[src/hdl/ubx_pkg.sv]
// shared types and codes for the ubx frame parser
package ubx_pkg;

  localparam logic [7:0] SYNC_FIRST  = 8'hB5;
  localparam logic [7:0] SYNC_SECOND = 8'h62;

  localparam logic [15:0] MAX_LENGTH_RESET = 16'd1024;

  localparam logic [1:0] KIND_DATA     = 2'd0;
  localparam logic [1:0] KIND_GOOD     = 2'd1;
  localparam logic [1:0] KIND_BAD      = 2'd2;
  localparam logic [1:0] KIND_TOO_LONG = 2'd3;

  typedef enum logic [3:0] {
    PH_SYNC1   = 4'd0,
    PH_SYNC2   = 4'd1,
    PH_CLASS   = 4'd2,
    PH_ID      = 4'd3,
    PH_LEN_LO  = 4'd4,
    PH_LEN_HI  = 4'd5,
    PH_PAYLOAD = 4'd6,
    PH_CK_A    = 4'd7,
    PH_CK_B    = 4'd8
  } ubx_phase_t;

  typedef struct packed {
    logic        valid;
    logic [1:0]  kind;
    logic [7:0]  msg_class;
    logic [7:0]  msg_id;
    logic [15:0] length;
    logic [7:0]  data_byte;
    logic [15:0] byte_index;
  } ubx_result_t;

endpackage

[src/hdl/ubx_frame_parser.sv]
// ubx frame parser top level: handshakes, input and result registers, max_length register
// a result word passes through the input register and then the result register before it is offered
// throughput: one byte per cycle while the result register is not stalled, as ubx_fsm updates its state once per byte
// a stalled result holds the input register and the ubx_fsm state; bytes flow again once it is taken
// rst (synchronous) returns the parser to hunting for sync, clears frame state and sums
// rst also loads max_length with 1024 and empties both registers
module ubx_frame_parser
  import ubx_pkg::*;
(
  input  logic        clk,
  input  logic        rst,
  input  logic        in_valid,
  output logic        in_ready,
  input  logic [7:0]  rx_byte,
  input  logic        cfg_valid,
  output logic        cfg_ready,
  input  logic [15:0] cfg_data,
  output logic        out_valid,
  input  logic        out_ready,
  output logic [1:0]  kind,
  output logic [7:0]  msg_class,
  output logic [7:0]  msg_id,
  output logic [15:0] length,
  output logic [7:0]  data_byte,
  output logic [15:0] byte_index
);

  logic        hold_valid;
  logic [7:0]  hold_byte;
  logic [15:0] max_length;
  logic        step;
  ubx_result_t res;

  // the held byte is processed when the result register is free or being emptied
  assign step      = hold_valid && (!out_valid || out_ready);
  assign in_ready  = !hold_valid || step;
  assign cfg_ready = 1'b1;

  always_ff @(posedge clk) begin
    if (rst) begin
      max_length <= MAX_LENGTH_RESET;
    end else if (cfg_valid) begin
      max_length <= cfg_data;
    end
  end

  always_ff @(posedge clk) begin
    if (rst) begin
      hold_valid <= 1'b0;
    end else if (in_ready) begin
      hold_valid <= in_valid;
    end
  end

  always_ff @(posedge clk) begin
    if (in_ready && in_valid) begin
      hold_byte <= rx_byte;
    end
  end

  ubx_fsm u_fsm (
    .clk        (clk),
    .rst        (rst),
    .step       (step),
    .rx_byte    (hold_byte),
    .max_length (max_length),
    .res        (res)
  );

  always_ff @(posedge clk) begin
    if (rst) begin
      out_valid <= 1'b0;
    end else if (step) begin
      out_valid <= res.valid;
    end else if (out_ready) begin
      out_valid <= 1'b0;
    end
  end

  always_ff @(posedge clk) begin
    if (step && res.valid) begin
      kind       <= res.kind;
      msg_class  <= res.msg_class;
      msg_id     <= res.msg_id;
      length     <= res.length;
      data_byte  <= res.data_byte;
      byte_index <= res.byte_index;
    end
  end

endmodule

[src/hdl/ubx_fsm.sv]
// frame state, running fletcher sum and per-byte result logic
module ubx_fsm
  import ubx_pkg::*;
(
  input  logic        clk,
  input  logic        rst,
  input  logic        step,
  input  logic [7:0]  rx_byte,
  input  logic [15:0] max_length,
  output ubx_result_t res
);

  ubx_phase_t  phase, phase_next;
  logic [7:0]  frame_class, frame_class_next;
  logic [7:0]  frame_id, frame_id_next;
  logic [15:0] frame_length, frame_length_next;
  logic [15:0] byte_count, byte_count_next;
  logic [7:0]  sum_a, sum_a_next;
  logic [7:0]  sum_b, sum_b_next;
  logic [7:0]  received_a, received_a_next;

  logic [7:0]  fold_a, fold_b;
  logic [15:0] len_full;
  logic [15:0] count_inc;

  always_ff @(posedge clk) begin
    if (rst) begin
      phase        <= PH_SYNC1;
      frame_class  <= 8'd0;
      frame_id     <= 8'd0;
      frame_length <= 16'd0;
      byte_count   <= 16'd0;
      sum_a        <= 8'd0;
      sum_b        <= 8'd0;
      received_a   <= 8'd0;
    end else if (step) begin
      phase        <= phase_next;
      frame_class  <= frame_class_next;
      frame_id     <= frame_id_next;
      frame_length <= frame_length_next;
      byte_count   <= byte_count_next;
      sum_a        <= sum_a_next;
      sum_b        <= sum_b_next;
      received_a   <= received_a_next;
    end
  end

  always_comb begin
    fold_a    = sum_a + rx_byte;
    fold_b    = sum_b + fold_a;
    len_full  = {rx_byte, frame_length[7:0]};
    count_inc = byte_count + 16'd1;

    phase_next        = phase;
    frame_class_next  = frame_class;
    frame_id_next     = frame_id;
    frame_length_next = frame_length;
    byte_count_next   = byte_count;
    sum_a_next        = sum_a;
    sum_b_next        = sum_b;
    received_a_next   = received_a;

    res.valid      = 1'b0;
    res.kind       = KIND_DATA;
    res.msg_class  = frame_class;
    res.msg_id     = frame_id;
    res.length     = frame_length;
    res.data_byte  = 8'd0;
    res.byte_index = 16'd0;

    unique case (phase)
      PH_SYNC2: begin
        phase_next = (rx_byte == SYNC_SECOND) ? PH_CLASS : PH_SYNC1;
      end
      PH_CLASS: begin
        // sum restarts with the class byte
        frame_class_next = rx_byte;
        sum_a_next       = rx_byte;
        sum_b_next       = rx_byte;
        phase_next       = PH_ID;
      end
      PH_ID: begin
        frame_id_next = rx_byte;
        sum_a_next    = fold_a;
        sum_b_next    = fold_b;
        phase_next    = PH_LEN_LO;
      end
      PH_LEN_LO: begin
        frame_length_next = {8'd0, rx_byte};
        sum_a_next        = fold_a;
        sum_b_next        = fold_b;
        phase_next        = PH_LEN_HI;
      end
      PH_LEN_HI: begin
        frame_length_next = len_full;
        sum_a_next        = fold_a;
        sum_b_next        = fold_b;
        byte_count_next   = 16'd0;
        res.length        = len_full;
        if (len_full > max_length) begin
          phase_next = PH_SYNC1;
          res.valid  = 1'b1;
          res.kind   = KIND_TOO_LONG;
        end else begin
          phase_next = (len_full == 16'd0) ? PH_CK_A : PH_PAYLOAD;
        end
      end
      PH_PAYLOAD: begin
        res.valid       = 1'b1;
        res.kind        = KIND_DATA;
        res.data_byte   = rx_byte;
        res.byte_index  = byte_count;
        sum_a_next      = fold_a;
        sum_b_next      = fold_b;
        byte_count_next = count_inc;
        if (count_inc >= frame_length) begin
          phase_next = PH_CK_A;
        end
      end
      PH_CK_A: begin
        received_a_next = rx_byte;
        phase_next      = PH_CK_B;
      end
      PH_CK_B: begin
        phase_next = PH_SYNC1;
        res.valid  = 1'b1;
        res.kind   = ((received_a == sum_a) && (rx_byte == sum_b)) ? KIND_GOOD : KIND_BAD;
      end
      default: begin
        // hunting, and any stray phase code
        phase_next = (rx_byte == SYNC_FIRST) ? PH_SYNC2 : PH_SYNC1;
      end
    endcase
  end

  a_data_in_payload: assert property (@(posedge clk) disable iff (rst)
    res.valid && (res.kind == KIND_DATA) |-> phase == PH_PAYLOAD)
    else $error("payload word outside payload phase");

  a_count_below_length: assert property (@(posedge clk) disable iff (rst)
    phase == PH_PAYLOAD |-> byte_count < frame_length)
    else $error("byte count reached declared length inside payload");

  a_end_back_to_hunt: assert property (@(posedge clk) disable iff (rst)
    step && res.valid && (res.kind != KIND_DATA) |=> phase == PH_SYNC1)
    else $error("frame end did not return to hunting");

endmodule

[config.mk]
export PLATFORM = sky130hd
export DESIGN_NAME = ubx_frame_parser
export DESIGN_NICKNAME = d
export VERILOG_FILES = /design/src/hdl/ubx_pkg.sv /design/src/hdl/ubx_frame_parser.sv /design/src/hdl/ubx_fsm.sv
export SDC_FILE = /design/constraint.sdc
export NUM_CORES = 1
export LEC_CHECK = 0
export BUFFER_PORTS_ARGS = -buffer_cell sky130_fd_sc_hd__buf_2
export CAP_MARGIN = 10
export CORE_ASPECT_RATIO = 0.75
export CORE_MARGIN = 3
export CORE_UTILIZATION = 55
export CTS_CLUSTER_SIZE = 16
export DETAILED_ROUTE_END_ITERATION = 7
export GPL_ROUTABILITY_DRIVEN = 1
export PLACE_DENSITY = 0.76
export SYNTH_ARGS = -nofsm -noshare
export SYNTH_HDL_FRONTEND = slang
export SYNTH_SLANG_ARGS = --single-unit
[constraint.sdc]
create_clock -name clk -period 6.6 [get_ports clk]
set_input_delay 0.99 -clock clk [delete_from_list [all_inputs] [get_ports clk]]
set_output_delay 0.99 -clock clk [all_outputs]
set_load 0.05 [all_outputs]
==> impl_metrics.yaml, run 1 <==
run_status:
  outcome: "finished, final reports clean"
global_route:
  grt_pass1_wl_microns: 30880
  grt_usage: 0.2518
  grt_max_degree: 56
  antenna_found_initial: 0
  grt_overflow: 0
  first_global_vias: 6154
sta:
  skew_ps: 9.898
  period_minus_slack_ps: 3596
  rsz0062_at_grt: "no"
  tightest_slew_ps: 1175
  maxSlewHeadroom: 0.2116
  setup_viol: 0
  tns_ps: 0
  fmax_ghz: 0.2781
  drv_slew: 0
  finalHoldViolCount: 0
  fin_crit_sh: 0.5449
power:
  p_switching_uw: 676.9
  ir_drop_uv: 205.3
  p_int_mw: 1.689
  pwr-share-seq: 0.471
  clkPwrFrac: 0.395
  netSwitchingFraction: 0.2861
  powerDensity_nw_per_um2: 264.1
  p_leak_nw: 3.814
  comb_power_share: 0.134
worst_setup_path:
  cp_cell_sequence: "ha_1, nand4_1, a2111o_1, o211ai_1, nand3_1, a21oi_4, buf_4"
  cp_max_fo: 43
  crit_type: "reg2reg"
  slowest_stage: "edfxtp_1"
  critPathLaunchType: "flop"
  arrival_ps: 3660
  cp_slowest_stage_delay_ps: 680
  cp.required_ps: 6670
  cp-end-kind: "flop"
clocking:
  postCtsHoldBufs: 0
  clkSinkCount: 160
  cts_made_buffers: 17
  clkLatencyLatePin_ps: 430
  postCtsSetupBuffers: 0
  root_buffer: "clkbuf_16"
  cts_tree: "done"
  clk_pin_slew_ps: 70
  htreeDepth: 4
  cts_resized: 0
  clk_path_buf_depth: 2
layout:
  drive_above_1_share: 0.1596
  nets: 936
  diodes: 0
  syn2layout_area_growth_pct: 13.65
  fin_util: 0.6450
synth:
  ys_seq_area_frac: 0.4902
  synth-edff-count: 66
  synthesis.area_sq_um: 7881
  ys_async_sr_fraction: 0
  syn_inst: 791
  avgSynthCellArea_sq_um: 9.964
  synth_flop_cell: "dfxtp_1"
  ys_warn_count: 0
  synth.distinct_cells: 64
  syn-num-nets: 869
  ys_ff_latch: 160
routing:
  wl_microns: 19220
  drc: 0
  wl_per_cell_microns: 18.37
  vias_per_cell: 5.903
  first_pass_iters: 5
  drt-initial-drc-count: 568
  final_antenna_net_count: 0
  vias: 6175
die:
  dieArea_sq_um: 15820
  initial_core_util: 0.5675
  io_pins: 90
  core-area_sq_um: 13890
  die-width_microns: 144.2
  die_h_microns: 109.7
  rows: 37
worst_hold_path:
  hold_class: "reg2reg"
place:
  port_buffers: 88
  post-dp-hpwl_microns: 13510
  routabilityCongestion: 0.9489
flow_run:
  maxCapViolations: 0
## worst max-delay path: cells and delay by family (launching register included)
kind,cells,cell delay (ps)
compound gates,3,1090
fa+ha+maj,1,440
buf+inv,1,550
flops,1,680
simple gates,2,450
## registers in the layout (all words and copies together) (netlist names), 16 cells and up
register            count
length                 16
u_fsm.frame_length     16
max_length             16
byte_index             16
u_fsm.byte_count       16
## power by group through the flow
stage / Clock, mW / Combinational (mW) / Sequential (mW)
after floorplan: 0 / 0.235 / 1.13
after global placement: 0 / 0.300 / 1.13
after detailed placement: 0 / 0.312 / 1.13
after CTS: 0.944 / 0.315 / 1.11
after global routing: 0.988 / 0.353 / 1.12
final: 0.935 / 0.316 / 1.11
## stage by stage
step	hold WS, ps	worst slack, ps	total power, mW	cell area [sq um]	cells
final	439.3	3004	2.366	8957	1046
after detailed placement	424.6	3056	1.446	8399	1014
after floorplan	408.0	1755	1.363	7881	791
after CTS	440.7	3009	2.371	8957	1046
after global placement	424.7	3228	1.431	8399	1014
after global routing	446.8	2796	2.459	8957	1046
## layout make-up
| type | count | area [sq um] |
|---|---|---|
| repair buffers | 93 | 478.0 |
| flip-flops and latches | 160 | 3864 |
| clock buffers | 18 | 439.2 |
| fillers | 1084 | 4931 |
| inverters | 39 | 146.4 |
| multi-input cells | 547 | 3692 |
| clock inverters | 14 | 118.9 |
| well taps | 175 | 219.0 |
## worst paths after layout
kind | from | endpoint | slack (ps) | cells past startpoint
setup / recovery | hold_byte[1] | msg_class[7] | 3000 | 7
hold / removal | u_fsm.frame_class[4] | msg_class[4] | 440 | 0
setup reg to reg | hold_byte[1] | msg_class[7] | 3000 | 7
hold reg to reg | u_fsm.frame_class[4] | msg_class[4] | 440 | 0
## synthesized netlist by cell type (9+ instances only)
master / number / area share
nand3_1: 19 / 0.012
a22oi_1: 10 / 0.0095
nand4_1: 10 / 0.0079
nor2_1: 95 / 0.045
nor3_1: 10 / 0.0064
ha_1: 47 / 0.075
a211oi_1: 11 / 0.010
xor2_1: 24 / 0.027
nor4_1: 9 / 0.0071
o21ai_0: 40 / 0.025
a21o_1: 9 / 0.0086
edfxtp_1: 66 / 0.25
xnor2_1: 18 / 0.020
and2_1: 30 / 0.024
inv_1: 39 / 0.019
a21oi_1: 50 / 0.032
dfxtp_1: 94 / 0.24
clkbuf_1: 34 / 0.016
nand2_1: 47 / 0.022
mux2i_1: 45 / 0.057
## cells in the final DEF (no fill, tap or decap), types with 19 or more instances in the layout
| cell type | n |
|---|---|
| nor2_1 | 95 |
| dfxtp_1 | 94 |
| buf_2 | 88 |
| edfxtp_1 | 66 |
| a21oi_1 | 49 |
| nand2_1 | 47 |
| ha_1 | 47 |
| mux2i_1 | 45 |
| o21ai_0 | 40 |
| inv_1 | 39 |
| and2_1 | 30 |
| xor2_1 | 24 |
| nand3_1 | 19 |
## logic make-up (layout without fill, tap and decap cells)
logic type      Yosys count  in the layout  share of synthesized area
compound gates          150            150                     0.1187
xor+xnor                 42             42                    0.04667
fa+ha+maj                49             49                    0.07969
buf+inv                  84            164                    0.04350
flops                   160            160                     0.4902
mux                      46             46                    0.05858
other cells               1              1                  0.0004758
simple gates            259            259                     0.1621
## metal layers
layer	GRT usage	share of wire	vias up
met3	0.06522	0.072	35
met4	0.09587	0.024	0
li1	-	-	2941
met5	0	0	-
met1	0.3342	0.44	2951
met2	0.3991	0.46	248
No activity file was read; power rests on OpenSTA's default activity.
==> inputs of run 2 (changes only) <==
Settings changed: ABC_AREA set to 1, CORE_UTILIZATION 55 to 53.
Clock period 6.6 ns to 2.9 ns, I/O delays scaled along.
==> run 2 against run 1 <==
  * Maximum frequency is 29% higher
  * Critical path type unchanged
  * Critical endpoint is now msg_class[4]
  * Non-clock buffer count is 19 higher
  * Sequential cell count unchanged
  * Total power is 120% higher
  * Utilization up 1.1 points
==> impl_metrics.yaml, run 2 <==
worst_setup_path:
  r2r-start: "hold_byte[0]"
  cp_max_fo: 51
  critPathLaunchType: "flop"
  reg2reg_to: "msg_class[4]"
  arrival_ps: 2940
  rrSetupSlack_ps: 110
  cp.required_ps: 3060
  r2r_cells: 11
  crit_type: "reg2reg"
  cp-end-kind: "flop"
power:
  netSwitchingFraction: 0.2452
  clkPwrFrac: 0.457
  finalPower_mw: 5.158
  ir_drop_uv: 448.4
  powerDensity_nw_per_um2: 562.4
  p_switching_mw: 1.265
  p_int_mw: 3.893
  pwr-share-seq: 0.465
  comb_power_share: 0.078
  p_leak_nw: 3.971
sta:
  period_minus_slack_ps: 2786
  maxSlewHeadroom: 0.3771
  tns_ps: 0
  drv_slew: 0
  setup_viol: 0
  rsz0062_at_grt: "yes"
  tightest_slew_ps: 929.3
  skew_ps: 8.234
  fin_crit_sh: 0.9608
  finalHoldViolCount: 0
  fmax_ghz: 0.3589
layout:
  diodes: 0
  syn2layout_area_growth_pct: 18.52
  nets: 1048
  final_cells: 1178
  drive_above_1_share: 0.1913
  fin_area_sq_um: 9170
  fin_util: 0.6559
  layout_common_cells: "nand2_1 (142), a21oi_1 (100), inv_1 (94), dfxtp_1 (91), buf_2 (88)"
  final_common_cell: "nand2_1"
routing:
  vias: 6392
  wl_microns: 18540
  vias_per_cell: 5.426
  final_antenna_net_count: 0
  wl_per_cell_microns: 15.74
  first_pass_iters: 5
  drt-initial-drc-count: 730
  drc: 0
synth:
  synth-xor-area-share: 0.03849
  synth_top_area_frac: 0.2561
  synth_compound_area_frac: 0.1473
  synth_most_common_cell: "nand2_1"
  ys_seq_area_frac: 0.4994
  synth_top_cell_by_area: "edfxtp_1"
  avgSynthCellArea_sq_um: 8.904
  synth.area.mux_share: 0
  synthesis.area_sq_um: 7737
  synth_flop_cell: "dfxtp_1"
  synth_adder_area_share: 0.08118
  synth-edff-count: 66
  synth_area_leaders: "edfxtp_1 (26%), dfxtp_1 (24%), ha_1 (7.6%), nand2_1 (7.0%), a21oi_1 (6.7%)"
  syn_inst: 869
  synth_top_family_by_area: "simple AND/OR/NAND/NOR gates"
  syn-num-nets: 947
  synth.distinct_cells: 42
  synth_common_cells: "nand2_1 (144), a21oi_1 (103), inv_1 (95)"
  yosys.area_share.simple: 0.1636
  ys_async_sr_fraction: 0
  ys_warn_count: 0
  ys_ff_latch: 160
die:
  rows: 37
  io_pins: 90
  die_h_microns: 110.6
  initial_core_util: 0.5534
  dieArea_sq_um: 16100
  die-width_microns: 145.5
  core-area_sq_um: 13980
run_status:
  outcome: "finished, final reports clean"
flow_run:
  maxCapViolations: 0
clocking:
  postCtsHoldBufs: 0
  clk_pin_slew_ps: 60
  clkSinkCount: 160
  cts_tree: "done"
  clk_path_buf_depth: 2
  root_buffer: "clkbuf_16"
  cts_made_buffers: 17
  htreeDepth: 4
  clkLatencyLatePin_ps: 420
global_route:
  grt_pass1_wl_microns: 30250
  first_global_vias: 5923
  grt_max_degree: 54
  grt_overflow: 0
  grt_usage: 0.2325
  antenna_found_initial: 0
place:
  post-dp-hpwl_microns: 12840
  routabilityCongestion: 0.9785
  place_inst: 1140
  port_buffers: 88
  post_dp_cell_area_sq_um: 8422
worst_hold_path:
  hp-start: "rx_byte[4]"
  hold_depth: 1
  whs_endpoint: "hold_byte[4]"
  hold_class: "in2reg"
-- run 2: cell families after synthesis --
logic type / count (synthesis)
other cells: 1
simple gates: 285
xor+xnor: 34
flops: 160
fa+ha+maj: 49
buf+inv: 132
compound gates: 208
-- run 2: how the worst max path moves through the flow --
stage,start,cells after the start,slack (ps),to
final,hold_byte[0],11,110,msg_class[4]
after global routing,hold_byte[0],16,-80,u_fsm.sum_b[7]
after CTS,u_fsm.byte_count[0],16,60,u_fsm.phase[2]
after detailed placement,u_fsm.byte_count[0],16,120,u_fsm.phase[2]
after global placement,hold_byte[0],16,190,u_fsm.sum_b[7]
after floorplan,hold_byte[1],8,50,byte_index[0]
-- run 2: critical path: stages (launching register included) --
cell	delay, ps
edfxtp_1	400
buf_4	150
buf_4	170
ha_1	300
nand4_1	80
nor3_1	230
nand4_1	150
nand2_1	220
nor2_1	90
o21bai_1	270
clkinvlp_4	190
buf_12	210
-- run 2: timing repair --
| item | 4_1_cts | 5_1_grt |
|---|---|---|
| endpoints found under the setup margin | 0 | 6 |
| setup buffers | 0 | 6 |
| gates resized for setup | 0 | 22 |
| hold endpoints to repair | 0 | 0 |
-- run 2: final cells by class --
class | count | area [sq um]
repair buffers | 112 | 633.1
clock buffers | 17 | 425.4
fillers | 1143 | 4811
inverters | 102 | 390.4
multi-input cells | 577 | 3413
clock inverters | 15 | 196.4
flip-flops and latches | 160 | 3867
well taps | 195 | 244.0
-- run 2: power by group through the flow --
stage / sequential, mW / clock, mW / combinational (mW)
3_5_place_dp: 2.45 / 0 / 0.371
4_1_cts: 2.40 / 2.38 / 0.377
6_report: 2.40 / 2.36 / 0.402
5_1_grt: 2.40 / 2.47 / 0.448
3_3_place_gp: 2.45 / 0 / 0.365
2_1_floorplan: 2.44 / 0 / 0.256
-- run 2: per-stage QoR --
step | setup WS [ps] | hold slack (ps)
floorplan | 48.90 | 403.0
global placement | 194.4 | 404.6
detailed placement | 117.1 | 410.3
CTS | 60.60 | 176.3
global route | -75.37 | 173.0
finish | 113.8 | 184.8
-- run 2: per-layer routing --
layer | track usage | routed length [microns] | up-vias
met4 | 0.06009 | 254 | 0
met3 | 0.05291 | 1426 | 24
met2 | 0.3423 | 8012 | 259
met1 | 0.3470 | 8851 | 2946
li1 | - | - | 3163
met5 | 0 | 0 | -
==> inputs of run 3 (changes only) <==
Settings changed: CAP_MARGIN 10 to unset, CTS_CLUSTER_DIAMETER set to 120.
Clock period 2.9 ns to 2.4 ns, I/O delays scaled along.
==> run 3 against run 2 <==
  * The flow now finishes with violations (negative setup slack)
  * Combinational power increased by 60%
  * Total power rose by 18%
  * Sequential cell count unchanged
  * Non-clock buffer count grew 70
  * Critical path depth rose by 5
  * Worst setup slack worse by 470 ps
  * Clock skew increased by 3.2 ps
  * Worst hold slack worse by 80 ps
  * Largest power group unchanged
==> impl_metrics.yaml, run 3 (synthesis results as in run 2) <==
clocking:
  clkLatencyLatePin_ps: 430
  cts_made_buffers: 17
  root_buffer: "clkbuf_16"
  clk_pin_slew_ps: 60
  cts_tree: "done"
  htreeDepth: 4
  clkSinkCount: 160
  postCtsHoldBufs: 0
  clk_path_buf_depth: 2
sta:
  fmax_ghz: 0.3627
  fin_crit_sh: 1.149
  whs_ps: 104.8
  rsz0062_at_grt: "yes"
  tightest_slew_ps: 587.9
  setup_viol: 66
  period_minus_slack_ps: 2757
  drv_slew: 0
  timing.final.ws_setup_ps: -356.8
  skew_ps: 11.39
  maxSlewHeadroom: 0.6077
  finalHoldViolCount: 0
global_route:
  first_global_vias: 6394
  grt_max_degree: 54
  grt_usage: 0.2551
  antenna_found_initial: 0
  grt_overflow: 0
  grt_pass1_wl_microns: 32460
die:
  initial_core_util: 0.5534
  die-width_microns: 145.5
  dieArea_sq_um: 16100
  io_pins: 90
  rows: 37
  core-area_sq_um: 13980
  die_h_microns: 110.6
layout:
  final_common_cell: "nand2_1"
  fin_util: 0.7138
  fillers: 1047
  multi_input_area_sq_um: 3659
  syn2layout_area_growth_pct: 28.98
  layout_common_cells: "nand2_1 (131), a21oi_1 (93), dfxtp_1 (92), inv_1 (91), buf_2 (88)"
  fin_area_sq_um: 9980
  diodes: 0
  ff_latch_area_sq_um: 3871
  drive_above_1_share: 0.2754
  nets: 1118
worst_setup_path:
  arrival_ps: 3120
  rrSetupSlack_ps: -360
  cp.required_ps: 2760
  cp_max_fo: 2
  r2r_cells: 16
  cp-end-kind: "flop"
  crit_type: "reg2reg"
  reg2reg_to: "u_fsm.sum_b[7]"
  critPathLaunchType: "flop"
  r2r-start: "hold_byte[0]"
routing:
  drc: 0
  vias_per_cell: 5.479
  wl_per_cell_microns: 16.80
  final_antenna_net_count: 0
  vias: 6838
  first_pass_iters: 5
  drt-initial-drc-count: 719
  wl_microns: 20960
power:
  powerDensity_nw_per_um2: 609.2
  finalPower_mw: 6.080
  p_leak_nw: 4.354
  ir_drop_uv: 508.8
worst_hold_path:
  whs_endpoint: "hold_byte[3]"
  hold_class: "in2reg"
  hp-start: "rx_byte[3]"
  hold_depth: 1
place:
  port_buffers: 88
  routabilityCongestion: 0.9689
  post_dp_cell_area_sq_um: 8856
  post-dp-hpwl_microns: 13430
run_status:
  outcome: "complete, but fails checks"
  violations: "negative setup slack"
flow_run:
  maxCapViolations: 0
run 3: what timing repair did:
action | in CTS | in global routing
endpoints found under the setup margin | 67 | 67
buffers inserted | 13 | 10
gates resized for setup | 35 | 34
gates cloned | 3 | 0
pin swaps | 15 | 28
run 3: power by group:
part / switching, mW / internal [mW]
Sequential: 0.0339 / 2.86
Clock: 1.12 / 1.42
Combinational: 0.382 / 0.263
run 3: through the flow:
step	TNS (ps)	setup WS, ps	cells
floorplan	-19510	-331.5	869
global placement	-723.2	-230.9	1192
detailed placement	-3844	-327.7	1192
CTS	-3180	-302.5	1239
global route	-16290	-537.9	1248
finish	-10700	-356.8	1248
run 3: critical path, stage by stage, from the launching register on:
cell and delay (ps):
edfxtp_1 430, ha_4 190, fa_2 350, nand3_2 80, nand2_2 70, buf_4 150
buf_6 120, xnor2_4 140, inv_2 70, ha_4 250, a21oi_2 220, o21ai_2 90
a31oi_2 180, inv_1 70, nand2_1 70, nand3_1 80, a21oi_1 130
run 3: routing by layer:
metal / vias up / part of all wire / GRT usage
met4: 0 / 0.025 / 0.09741
met2: 307 / 0.45 / 0.3927
met5: - / 0 / 0
met1: 3187 / 0.44 / 0.3497
li1: 3297 / - / -
met3: 47 / 0.083 / 0.06317
run 3: how the worst max path moves through the flow:
stage                           to  slack, ps  cells after the start         start
finish              u_fsm.sum_b[7]       -360                     16  hold_byte[0]
global route        u_fsm.sum_b[7]       -540                     16  hold_byte[0]
CTS                 u_fsm.sum_b[7]       -300                     16  hold_byte[0]
detailed placement  u_fsm.sum_b[7]       -330                     16  hold_byte[0]
global placement    u_fsm.sum_b[7]       -230                     16  hold_byte[0]
floorplan            byte_index[0]       -330                     11  hold_byte[1]
run 3: area by class of cell:
class                           count  area share
Tap cell                          195     0.02445
Sequential cell                   160      0.3879
Inverter                          102     0.03912
Clock buffer                       19     0.04338
Clock inverter                     13     0.01166
Timing Repair Buffer              182      0.1269
Multi-Input combinational cell    577      0.3666
